## src/rtl/uniform_bspline_curve_sampler_assert.svh

```systemverilog
// ----------------------------------------------------------------------------
// Assertion macros for the B-spline curve sampler
// Shared concurrent assertion forms, sampled on the rising clock edge and
// disabled while the synchronous reset is asserted.
// ----------------------------------------------------------------------------
`ifndef UNIFORM_BSPLINE_CURVE_SAMPLER_ASSERT_SVH
`define UNIFORM_BSPLINE_CURVE_SAMPLER_ASSERT_SVH

// The consequent must hold in the same cycle as the antecedent.
`define BSC_ASSERT_NOW(label, clk, rst_n, ante, cons) \
    label: assert property (@(posedge clk) disable iff (!rst_n) (ante) |-> (cons)) \
        else $error("bsc assertion failed in the same cycle");

// The consequent must hold in the cycle after the antecedent.
`define BSC_ASSERT_NEXT(label, clk, rst_n, ante, cons) \
    label: assert property (@(posedge clk) disable iff (!rst_n) (ante) |=> (cons)) \
        else $error("bsc assertion failed in the next cycle");

`endif

```

## src/rtl/bsc_pkg.sv

```systemverilog
// ----------------------------------------------------------------------------
// bsc_pkg
// Types, constants and helper functions shared by the curve sampler modules.
// ----------------------------------------------------------------------------
`timescale 1ns / 1ps
`default_nettype none

package bsc_pkg;

    localparam int MAX_POINTS   = 32;
    localparam int PTR_W        = 5;
    localparam int CNT_W        = 6;
    localparam int MAX_ORDER    = 8;
    localparam int IDX_W        = 3;
    localparam int MAX_SEGMENTS = 63;
    localparam int SEG_W        = 6;
    localparam int ORD_W        = 4;
    localparam int COORD_W      = 32;
    localparam int BASIS_W      = 18;
    localparam int DIV_W        = 21;
    localparam int DIV_CNT_W    = 5;
    localparam int RECIP_W      = 25;
    localparam int CFG_IDX_W    = 1;
    localparam int CFG_DATA_W   = 6;

    localparam logic [ORD_W-1:0]   ORDER_RESET   = 4'd4;
    localparam logic [SEG_W-1:0]   SEGMENT_RESET = 6'd16;
    localparam logic [ORD_W-1:0]   ORDER_MAX     = 4'd8;
    localparam logic [ORD_W-1:0]   ORDER_MIN     = 4'd2;
    localparam logic [BASIS_W-1:0] BASIS_ONE     = 18'h10000;

    typedef enum logic [CFG_IDX_W-1:0] {
        REG_SPLINE_ORDER  = 1'b0,
        REG_SEGMENT_COUNT = 1'b1
    } t_cfg_reg;

    typedef struct packed {
        logic signed [COORD_W-1:0] point_x;
        logic signed [COORD_W-1:0] point_y;
        logic signed [COORD_W-1:0] point_z;
        logic                      final_point;
    } t_in_item;

    typedef struct packed {
        logic signed [COORD_W-1:0] curve_x;
        logic signed [COORD_W-1:0] curve_y;
        logic signed [COORD_W-1:0] curve_z;
        logic signed [COORD_W-1:0] curve_param;
        logic [SEG_W-1:0]          sample_index;
        logic                      last_sample;
        logic                      points_dropped;
    } t_out_item;

    typedef enum logic [3:0] {
        S_IDLE,
        S_SETUP,
        S_DIV,
        S_SPAN,
        S_B_LO,
        S_B_HI,
        S_B_SCALE,
        S_B_FIX,
        S_S_RD,
        S_S_MUL,
        S_S_ACC,
        S_EMIT
    } t_state;

    typedef enum logic [3:0] {
        OP_NONE,
        OP_STORE,
        OP_SETUP,
        OP_STEP_INIT,
        OP_SPAN,
        OP_B_LO,
        OP_B_HI,
        OP_B_SCALE,
        OP_B_FIX,
        OP_S_RD,
        OP_S_MUL,
        OP_S_ACC,
        OP_EMIT
    } t_op;

    typedef struct packed {
        t_op              op;
        logic [SEG_W-1:0] j;
        logic [IDX_W-1:0] k;
        logic [IDX_W-1:0] m;
    } t_cmd;

    typedef struct packed {
        logic             order_ok;
        logic             div_done;
        logic             last;
        logic [IDX_W-1:0] deg;
    } t_status;

    // floor(2^24 / k) for the recursion level k.
    function automatic logic [RECIP_W-1:0] recip(input logic [IDX_W-1:0] k);
        logic [RECIP_W-1:0] r;
        case (k)
            3'd1:    r = 25'd16777216;
            3'd2:    r = 25'd8388608;
            3'd3:    r = 25'd5592405;
            3'd4:    r = 25'd4194304;
            3'd5:    r = 25'd3355443;
            3'd6:    r = 25'd2796202;
            3'd7:    r = 25'd2396745;
            default: r = 25'd0;
        endcase
        return r;
    endfunction

    // Saturate a 38-bit signed value to 32 bits.
    function automatic logic [COORD_W-1:0] sat32(input logic signed [37:0] v);
        logic [COORD_W-1:0] r;
        if (v[37:31] != {7{v[37]}}) begin
            r = v[37] ? 32'h8000_0000 : 32'h7FFF_FFFF;
        end else begin
            r = v[31:0];
        end
        return r;
    endfunction

endpackage

`default_nettype wire

```

## src/rtl/bsc_ctrl.sv

```systemverilog
// ----------------------------------------------------------------------------
// bsc_ctrl
// Sequencer: walks samples, recursion levels and basis entries.
// ----------------------------------------------------------------------------
`timescale 1ns / 1ps
`default_nettype none

`include "uniform_bspline_curve_sampler_assert.svh"

module bsc_ctrl (
    input  wire logic              i_clk,
    input  wire logic              i_rst_n,
    input  wire logic              i_start,
    input  wire logic              i_final,
    input  wire bsc_pkg::t_status  i_status,
    output bsc_pkg::t_cmd          o_cmd,
    output logic                   o_busy
);

    bsc_pkg::t_state                r_state, n_state;
    logic [bsc_pkg::SEG_W-1:0]      r_j, n_j;
    logic [bsc_pkg::IDX_W-1:0]      r_k, n_k;
    logic [bsc_pkg::IDX_W-1:0]      r_m, n_m;
    bsc_pkg::t_op                   w_op;

    // Terms used by the checks at the end of the module.
    logic                           w_in_fix;
    logic                           w_fix_ok;
    logic                           w_in_acc;
    logic                           w_last_emit;
    logic                           w_run_go;
    logic                           w_setup_j0;

    always_ff @(posedge i_clk) begin
        if (!i_rst_n) begin
            r_state <= bsc_pkg::S_IDLE;
            r_j     <= '0;
            r_k     <= '0;
            r_m     <= '0;
        end else begin
            r_state <= n_state;
            r_j     <= n_j;
            r_k     <= n_k;
            r_m     <= n_m;
        end
    end

    always_comb begin
        n_state = r_state;
        n_j     = r_j;
        n_k     = r_k;
        n_m     = r_m;
        w_op    = bsc_pkg::OP_NONE;
        case (r_state)
            bsc_pkg::S_IDLE: begin
                if (i_start) begin
                    w_op = bsc_pkg::OP_STORE;
                    if (i_final && i_status.order_ok) begin
                        n_state = bsc_pkg::S_SETUP;
                        n_j     = '0;
                    end
                end
            end
            bsc_pkg::S_SETUP: begin
                w_op    = bsc_pkg::OP_SETUP;
                n_state = bsc_pkg::S_DIV;
            end
            bsc_pkg::S_DIV: begin
                if (i_status.div_done) begin
                    w_op    = bsc_pkg::OP_STEP_INIT;
                    n_state = bsc_pkg::S_SPAN;
                end
            end
            bsc_pkg::S_SPAN: begin
                w_op    = bsc_pkg::OP_SPAN;
                n_k     = bsc_pkg::IDX_W'(1);
                n_m     = '0;
                n_state = bsc_pkg::S_B_LO;
            end
            bsc_pkg::S_B_LO: begin
                w_op    = bsc_pkg::OP_B_LO;
                n_state = bsc_pkg::S_B_HI;
            end
            bsc_pkg::S_B_HI: begin
                w_op    = bsc_pkg::OP_B_HI;
                n_state = bsc_pkg::S_B_SCALE;
            end
            bsc_pkg::S_B_SCALE: begin
                w_op    = bsc_pkg::OP_B_SCALE;
                n_state = bsc_pkg::S_B_FIX;
            end
            bsc_pkg::S_B_FIX: begin
                w_op = bsc_pkg::OP_B_FIX;
                if (r_m == r_k) begin
                    n_m = '0;
                    if (r_k == i_status.deg) begin
                        n_state = bsc_pkg::S_S_RD;
                    end else begin
                        n_k     = r_k + 1'b1;
                        n_state = bsc_pkg::S_B_LO;
                    end
                end else begin
                    n_m     = r_m + 1'b1;
                    n_state = bsc_pkg::S_B_LO;
                end
            end
            bsc_pkg::S_S_RD: begin
                w_op    = bsc_pkg::OP_S_RD;
                n_state = bsc_pkg::S_S_MUL;
            end
            bsc_pkg::S_S_MUL: begin
                w_op    = bsc_pkg::OP_S_MUL;
                n_state = bsc_pkg::S_S_ACC;
            end
            bsc_pkg::S_S_ACC: begin
                w_op = bsc_pkg::OP_S_ACC;
                if (r_m == i_status.deg) begin
                    n_state = bsc_pkg::S_EMIT;
                end else begin
                    n_m     = r_m + 1'b1;
                    n_state = bsc_pkg::S_S_RD;
                end
            end
            bsc_pkg::S_EMIT: begin
                w_op = bsc_pkg::OP_EMIT;
                if (i_status.last) begin
                    n_state = bsc_pkg::S_IDLE;
                end else begin
                    n_j     = r_j + 1'b1;
                    n_state = bsc_pkg::S_SPAN;
                end
            end
            default: begin
                n_state = bsc_pkg::S_IDLE;
            end
        endcase
    end

    assign o_cmd.op = w_op;
    assign o_cmd.j  = r_j;
    assign o_cmd.k  = r_k;
    assign o_cmd.m  = r_m;
    assign o_busy   = (r_state != bsc_pkg::S_IDLE);

    assign w_in_fix    = (r_state == bsc_pkg::S_B_FIX);
    assign w_fix_ok    = (r_m <= r_k) && (r_k <= i_status.deg) && (r_k != '0);
    assign w_in_acc    = (r_state == bsc_pkg::S_S_ACC);
    assign w_last_emit = (r_state == bsc_pkg::S_EMIT) && i_status.last;
    assign w_run_go    = (r_state == bsc_pkg::S_IDLE) && i_start && i_final
                         && i_status.order_ok;
    assign w_setup_j0  = (r_state == bsc_pkg::S_SETUP) && (r_j == '0);

    `BSC_ASSERT_NOW(a_fix_index, i_clk, i_rst_n, w_in_fix, w_fix_ok)
    `BSC_ASSERT_NOW(a_sum_index, i_clk, i_rst_n, w_in_acc, r_m <= i_status.deg)
    `BSC_ASSERT_NEXT(a_last_done, i_clk, i_rst_n, w_last_emit, r_state == bsc_pkg::S_IDLE)
    `BSC_ASSERT_NEXT(a_run_start, i_clk, i_rst_n, w_run_go, w_setup_j0)

endmodule

`default_nettype wire

```

## config.mk

```make
export PLATFORM = sky130hd
export DESIGN_NAME = bsc_ctrl
export DESIGN_NICKNAME = d
export VERILOG_FILES = /design/src/rtl/bsc_pkg.sv /design/src/rtl/bsc_ctrl.sv
export VERILOG_INCLUDE_DIRS = /design/src /design/src/rtl
export SDC_FILE = /design/constraint.sdc
export NUM_CORES = 1
export LEC_CHECK = 0
export BUFFER_PORTS_ARGS = -buffer_cell sky130_fd_sc_hd__buf_4
export CELL_PAD_IN_SITES_DETAIL_PLACEMENT = 1
export CELL_PAD_IN_SITES_GLOBAL_PLACEMENT = 2
export CORE_MARGIN = 1
export CORE_UTILIZATION = 33
export CTS_BUF_LIST = sky130_fd_sc_hd__clkbuf_8
export DETAILED_ROUTE_END_ITERATION = 8
export GPL_TIMING_DRIVEN = 0
export PLACE_DENSITY_LB_ADDON = 0.05
export REMOVE_ABC_BUFFERS = 1
export SLEW_MARGIN = 20
export SYNTH_ARGS = -nofsm -noshare
export SYNTH_HDL_FRONTEND = slang
export SYNTH_SLANG_ARGS = --single-unit
```

## constraint.sdc

```tcl
create_clock -name i_clk -period 2.5 [get_ports i_clk]
set_input_delay 0.25 -clock i_clk [delete_from_list [all_inputs] [get_ports i_clk]]
set_output_delay 0.25 -clock i_clk [all_outputs]
set_load 0.02 [all_outputs]
```

[After elaboration in Yosys (flattened, before gate mapping)]
Cells that the tools add are included.
Storage, ports and cells
  flip-flop bits (word level): 16
  bits of input ports: 10
  output and inout port bits: 17
  word-level logic and storage cells: 59
Operators by class
  add/sub/neg operators: 3
  eq/ne operators: 21
  muxes and demuxes: 21
  reduce and logical (&&, ||, !) cells: 10
Operator list (number)
  4-bit one-hot mux with 12 select lines: 2
  4-bit two-way mux: 5
  6-bit two-way mux: 3
  4-bit by 3-bit == test with 1-bit output (second input constant): 4
  4-bit == test (second input constant): 4
  3-bit two-way mux: 4
  2-bit inequality test (second input constant): 6
  6-bit one-hot mux with 2 select lines: 1
  3-bit == test: 3
  3-bit one-hot mux with 3 select lines: 1
  4-bit by 2-bit == test with 1-bit output (second input constant): 2
  3-bit by 1-bit adder with 3-bit output (second input constant): 2
  6-bit by 1-bit adder with 6-bit output (second input constant): 1
  2-bit two-way mux: 3
  3-bit one-hot mux with 2 select lines: 1
  3-bit AND reduction: 2
  4-bit by 1-bit == test with 1-bit output (second input constant): 1
  4-bit zero test: 1
  4-bit AND reduction: 1
  2-bit nonzero test: 2
  4-bit nonzero test: 1
  3-bit nonzero test: 1
  2-bit by 1-bit inequality test with 1-bit output (second input constant): 1
  2-bit AND reduction: 1
  other kinds (2): 2

[Logic depth before layout (Yosys ltp)]
Gate-level depths: netlist (run 1).
  depth in word-level cells: 4
  gate-level depth with buffers: 6
  depth with buffers taken out: 5

[Worst setup path after synthesis (run 1)]
OpenSTA, ideal clock, no wires.
  kind: register to output
  from: reg r_state[2]
  to: out o_cmd[12] in the netlist's numbering
  arrival time: 1.438 ns
  required time: 2.250 ns
  path slack: 0.812 ns
  cell stages (with the launch flop): 5
  path buffers: 2
  cell sequence: dfxtp_1 -> buf_2 -> buf_1 -> nor3_1 -> a221oi_1
RTL lines
  start, declared: line bsc_ctrl.sv:20  | bsc_pkg::t_state r_state, n_state;
  start signal, assigned: line bsc_ctrl.sv:36  | r_state <= bsc_pkg::S_IDLE;
  start signal, assigned: line bsc_ctrl.sv:41  | r_state <= n_state;
  end, declared: line bsc_ctrl.sv:16  | output bsc_pkg::t_cmd o_cmd,

==> impl_results.md, run 1 <==
- Via/cell ratio: 5.33
- Areal power density over the cells: 467 nW/um^2
- Critical path startpoint category: register
- Share of power burned in the clock network: 38.0%
- Hold-fix buffer count after cts: 0
- Number of failing setup endpoints in the final timing report: 0
- Post-synthesis instance area: 1090 um^2
- Die outline area: 3520 um^2
- DRC violations left: 0
- Data arrival time of the critical path: 1.87 ns
- Synthesized instance count: 134
- Clk buf depth: 2
- Average routed wire per standard cell: 13.8 um
- Initial DRC count: 45
- Distinct cells, synth: 42
- Synth-to-layout area growth: 23.6%
- Syn Area/Cell: 8.10 um^2
- Most common cell after layout, fill and taps aside: buf_4
- Core box area: 3080 um^2
- Clk root buf: clkbuf_8
- Slew @ Worst Pin: 0.982 ns
- Total count of max-transition violations in the final report: 0
- Inst Count DP: 194
- Final Wtd Congestion: 0.720
- I/O pins: 27
- # H-tree levels: 1
- Maximum vdd drop: 162 uV
- Final Non-Filler Cells: 198
- First-pass iteration count of the detailed router: 4
- Clock transition at path regs: 0.07 ns
- Critical Path, Cell by Cell: nand2_2 > nor2_1 > nand2_1 > nand2_1 > buf_4
- Number of antenna violations at the first check in global routing: 0
- Quantity of gates resized following cts: 0
- Setup repair after global routing missed its margin: no
- Final-report hold violation count: 0
- Post-Route WL: 2730 um
- Global-route wire length before repair: 4820 um
- Leakage component of the power: 0.000523 uW
- Cell seen most often among critical-path stages: nand2_1
- Total half-perimeter wirelength after legalization and detailed placement: 1970 um
- TritonCTS clock tree: yes
- Yosys warning count: 0
- Slowest cell on the critical path: dfxtp_1
- Clock insertion delay at the later pin of the skew report: 0.25 ns
- Total global routing overflow: 0
- Vias after detailed routing: 1056
- Slowest cell delay on critical path: 0.66 ns
- N_diodes: 0
- Hold Crit Class: in2reg
- FMAX: 0.472 GHz
- # Max-Cap Violations: 0
- Placement Setup Slack: 0.510 ns
- Sum of negative setup slack: 0 ns
- Largest net degree at the start of global routing: 29
- Tmin final: 2.12 ns
- Final layout net count: 168
- Number of global-route vias before repair: 1044
- TritonCTS buffer count: 3
- Final core utilization: 43.6%
- Leading cell types in the layout, fill and taps excluded: buf_4 (26), dfxtp_1 (16), nand2_1 (14)
- Gr usage total: 17.8%
- Flops & latches, synth: 16
- Worst Setup Path Type: reg2out
- CP Max Fanout: 16
- Worst endpoint required time: 2.25 ns
- Width of the die: 59.4 um
- Async set or reset register ratio after synthesis: 0%
- Antenna-violating nets left: 0
- Reg power frac: 45.2%
- Die height: 59.4 um
- Layout cell share with drive strength beyond 1: 22.1%
- Site row count: 20
- Net Sw Frac: 27.7%
- Combinational group share of total power: 16.8%
- IO buf count: 26
- Final setup skew: 0.00431 ns
- Flip-flop cell with the highest count after synthesis: dfxtp_1
- Kind of capture point of the worst setup path: output port
- Psw: 174 uW
- Result of the run: finished clean
- Period Utilization, post-route: 84.8%
- P_int: 453 uW
- Share of synthesized area occupied by flip-flops and latches: 29.5%
- Number of synthesized flops with an enable pin: 0
- Worst setup slack after layout: 0.380 ns
- Number of setup buffers added after CTS: 0
- Starting Density: 35.3%
- Total number of clock tree sinks: 16
- Relative slew margins: 33.7%
==> per-stage QoR <==
step | hold WS (ns) | power, uW | area (um^2)
6_report | 0.329 | 627 | 1340
3_3_place_gp | 0.508 | 393 | 1290
3_5_place_dp | 0.519 | 396 | 1290
4_1_cts | 0.326 | 637 | 1340
5_1_grt | 0.344 | 655 | 1340
2_1_floorplan | 0.367 | 346 | 1040
==> power groups by stage <==
stage                     logic [uW]  clock network [uW]  registers (uW)
final                            105                 238             283
after detailed placement         106                   0             289
after global placement           105                   0             289
after floorplan                 60.9                   0             285
after global routing             116                 254             286
after CTS                        107                 246             283
==> routing by layer <==
layer | track usage, % | wire (um) | up-vias
met4 | 4.08 | 13 | 0
li1 | - | - | 524
met5 | 0 | 0 | -
met1 | 23.7 | 1290 | 517
met3 | 3.28 | 78 | 2
met2 | 29.7 | 1350 | 13
==> worst max-delay path, delay by kind of cell, from the launching register on <==
kind	cells	cell delay, ns
AND/OR/NAND/NOR	4	0.82
flip-flops	1	0.66
buffers and inverters	1	0.14
==> area by class of cell <==
cell class / count / area, um^2
fillers: 386 / 1740
multi-input cells: 107 / 713
flip-flops and latches: 16 / 320
repair buffers: 26 / 195
clock buffers: 4 / 55.1
well taps: 44 / 55.1
inverters: 1 / 3.75
==> registers in the layout, indices dropped and copies added, names as in the netlist <==
register  flops
r_state       4
r_k           3
r_m           3
r_j           6
==> path summary, 6_finish.rpt <==
kind	startpoint	to	slack, ns	cells past startpoint
setup / recovery	r_state[1]	o_cmd[15]	0.38	5
hold / removal	i_status[3]	r_state[0]	0.33	4
setup reg to reg	r_state[2]	r_m[1]	0.51	4
hold reg to reg	r_j[5]	r_j[5]	0.53	2
==> cell families (layout without fill, tap and decap cells) <==
kind of cell | after synthesis | after routing | synth area share (%)
adder cells (fa/ha/maj) | 3 | 3 | 3.46
multiplexers | 1 | 1 | 0.922
buffers and inverters | 11 | 31 | 4.84
flip-flops | 16 | 16 | 29.5
AND/OR/NAND/NOR | 61 | 61 | 32.3
XOR/XNOR | 14 | 14 | 11.3
AO/OA/AOI/OAI | 28 | 28 | 17.7
==> synth_stat cells (4+ instances only) <==
| library cell | n | area (um^2) |
|---|---|---|
| a21oi_1 | 5 | 25.0 |
| dfxtp_1 | 16 | 320 |
| nand2_1 | 14 | 52.6 |
| nand2b_1 | 4 | 25.0 |
| nand3_1 | 8 | 40.0 |
| nand4_1 | 4 | 25.0 |
| nor2_1 | 10 | 37.5 |
| nor3_1 | 5 | 25.0 |
| o21ai_0 | 4 | 20.0 |
| xnor2_1 | 11 | 96.3 |
Note: power is estimated with default switching activity, not from simulation.
==> run 2: changes to the inputs <==
Settings changed: CORE_UTILIZATION 33 to 31.
Clock period 2.5 ns to 2 ns, I/O delays scaled along.
==> impl_results.md, run 2 (synthesis results as in run 1) <==
- Total met2 wirelength after detailed routing: 1380 um (was 1350 um)
- Worst endpoint required time: 1.80 ns (was 2.25 ns)
- TritonCTS clock tree: yes (unchanged)
- Via/cell ratio: 5.33 (about the same)
- Total count of max-transition violations in the final report: 0 (unchanged)
- Relative slew margins: 56.6% (was 33.7%)
- I/O pins: 27 (unchanged)
- Design area: 1360 um^2 (was 1340 um^2)
- CP Max Fanout: 16 (unchanged)
- Combinational group share of total power: 16.9% (was 16.8%)
- Final Wtd Congestion: 0.674 (was 0.720)
- Initial DRC count: 55 (was 45)
- Reg power frac: 45.2% (about the same)
- Largest reg by FF count: r_j (unchanged)
- Starting Density: 32.5% (was 35.3%)
- Sum of routed wire segments on met1: 1270 um (was 1290 um)
- Metal3 WL: 132 um (was 78 um)
- Data arrival time of the critical path: 1.64 ns (was 1.87 ns)
- Slew @ Worst Pin: 0.644 ns (was 0.982 ns)
- Clock transition at path regs: 0.07 ns (about the same)
- FMAX: 0.543 GHz
- Core box area: 3340 um^2 (was 3080 um^2)
- Antenna-violating nets left: 0 (unchanged)
- Post-placement cell area: 1290 um^2 (about the same)
- Maximum vdd drop: 452 uV (was 162 uV)
- Hold Crit Class: in2reg (unchanged)
- Total number of clock tree sinks: 16 (unchanged)
- Total global routing overflow: 0 (unchanged)
- Synth-to-layout area growth: 25.0% (was 23.6%)
- Hold-fix buffer count after cts: 0 (unchanged)
- Global-route wire length before repair: 4500 um (was 4820 um)
- Tmin final: 1.84 ns
- Layout cell share with drive strength beyond 1: 25.3% (was 22.1%)
- Worst Setup Path Type: reg2out (unchanged)
- # H-tree levels: 1 (unchanged)
- TritonCTS buffer count: 3 (unchanged)
- Die outline area: 3740 um^2 (was 3520 um^2)
- Top Layer Used: met4 (unchanged)
- Post-Route WL: 2820 um (was 2730 um)
- Clock insertion delay at the later pin of the skew report: 0.25 ns (about the same)
- Kind of capture point of the worst setup path: output port (unchanged)
- Largest registers: r_j x6, r_state x4 (unchanged)
- IO buf count: 26 (unchanged)
- Most common cell after layout, fill and taps aside: buf_4 (unchanged)
- Site row count: 21 (was 20)
- Width of the die: 61.2 um (was 59.4 um)
- Final setup skew: 0.000839 ns (was 0.00431 ns)
- Vias after detailed routing: 1065 (was 1056)
- P_int: 568 uW (was 453 uW)
- Flip-flop count of the largest register, all copies and words added: 6 (unchanged)
- Final layout net count: 168 (unchanged)
- Period Utilization, post-route: 92.1%
- Clk root buf: clkbuf_8 (unchanged)
- Setup repair after global routing missed its margin: no (unchanged)
- Die height: 61.2 um (was 59.4 um)
- Areal power density over the cells: 580 nW/um^2 (was 467 nW/um^2)
- Final core utilization: 40.7% (was 43.6%)
- Worst Hold Slack: 0.281 ns (was 0.329 ns)
- Gr usage total: 16.5% (was 17.8%)
- Largest net degree at the start of global routing: 29 (unchanged)
- # Max-Cap Violations: 0 (unchanged)
- Average routed wire per standard cell: 14.1 um (was 13.8 um)
- N_diodes: 0 (unchanged)
- Number of failing setup endpoints in the final timing report: 0 (unchanged)
- Net Sw Frac: 27.8% (was 27.7%)
- Result of the run: finished clean (unchanged)
- Leading cell types in the layout, fill and taps excluded: buf_4 (26), nand2_1 (14), dfxtp_1 (12) (was buf_4 (26), dfxtp_1 (16), nand2_1 (14))
- Number of global-route vias before repair: 989 (was 1044)
- Total half-perimeter wirelength after legalization and detailed placement: 2040 um (was 1970 um)
- Critical path startpoint category: register (unchanged)
- DRC violations left: 0 (unchanged)
- First-pass iteration count of the detailed router: 4 (unchanged)
- Final-report hold violation count: 0 (unchanged)
- Psw: 219 uW (was 174 uW)
- Number of antenna violations at the first check in global routing: 0 (unchanged)
- Share of power burned in the clock network: 37.9% (was 38.0%)
- Clk buf depth: 2 (unchanged)
- Leakage component of the power: 0.000529 uW (was 0.000523 uW)
run 2: changes by cell type in the layout (fill, tap and decap cells not counted):
cell     previous run  this run
o41ai_2             0         1
dfxtp_1            16        12
dfxtp_2             0         4
o41ai_1             1         0
run 2: final timing paths:
check / startpoint / to / slack (ns) / depth (start not counted)
worst max-delay path: r_state[0] / o_cmd[15] / 0.16 / 5
worst min-delay path: i_rst_n / r_state[3] / 0.28 / 2
worst max register to register: r_state[0] / r_k[2] / 0.29 / 5
worst min register to register: r_j[5] / r_j[5] / 0.55 / 2
run 2: repair_timing:
action	in CTS	in global routing
endpoints found under the setup margin	7	4
pin swaps	0	0
setup buffers	0	0
resized for setup	4	1
run 2: final cells by class:
| cell class | instances | area (um^2) |
|---|---|---|
| flip-flops and latches | 16 | 325 |
| repair buffers | 26 | 195 |
| inverters | 1 | 3.75 |
| fillers | 408 | 1980 |
| well taps | 46 | 57.6 |
| multi-input cells | 107 | 721 |
| clock buffers | 4 | 55.1 |
run 2: through the flow:
step | TNS (ns) | setup slack (ns) | total power, uW | instances
after floorplan | 0 | 0.337 | 432 | 124
after global placement | -0.00375 | -0.00375 | 492 | 196
after detailed placement | -0.0936 | -0.0322 | 496 | 196
after CTS | 0 | 0.0749 | 806 | 200
after global routing | 0 | 0.0203 | 827 | 200
final | 0 | 0.158 | 787 | 200
run 2: critical path, stage by stage (launching register included):
cell     delay (ns)
dfxtp_2        0.52
nand2_2        0.16
nor2_1         0.34
nand2_1        0.12
nand2_1        0.11
buf_4          0.14
run 2: power by group through the flow:
| stage | sequential (uW) | clock, uW | combinational, uW |
|---|---|---|---|
| final | 356 | 298 | 133 |
| after global routing | 359 | 320 | 148 |
| after CTS | 356 | 315 | 136 |
| after detailed placement | 361 | 0 | 134 |
| after global placement | 361 | 0 | 132 |
| after floorplan | 356 | 0 | 76.2 |
run 2: routing by layer:
layer	vias to the layer above	global-route usage [%]
met5	-	0
met4	0	3.90
met3	4	4.41
met2	26	29.2
met1	506	19.8
li1	529	-
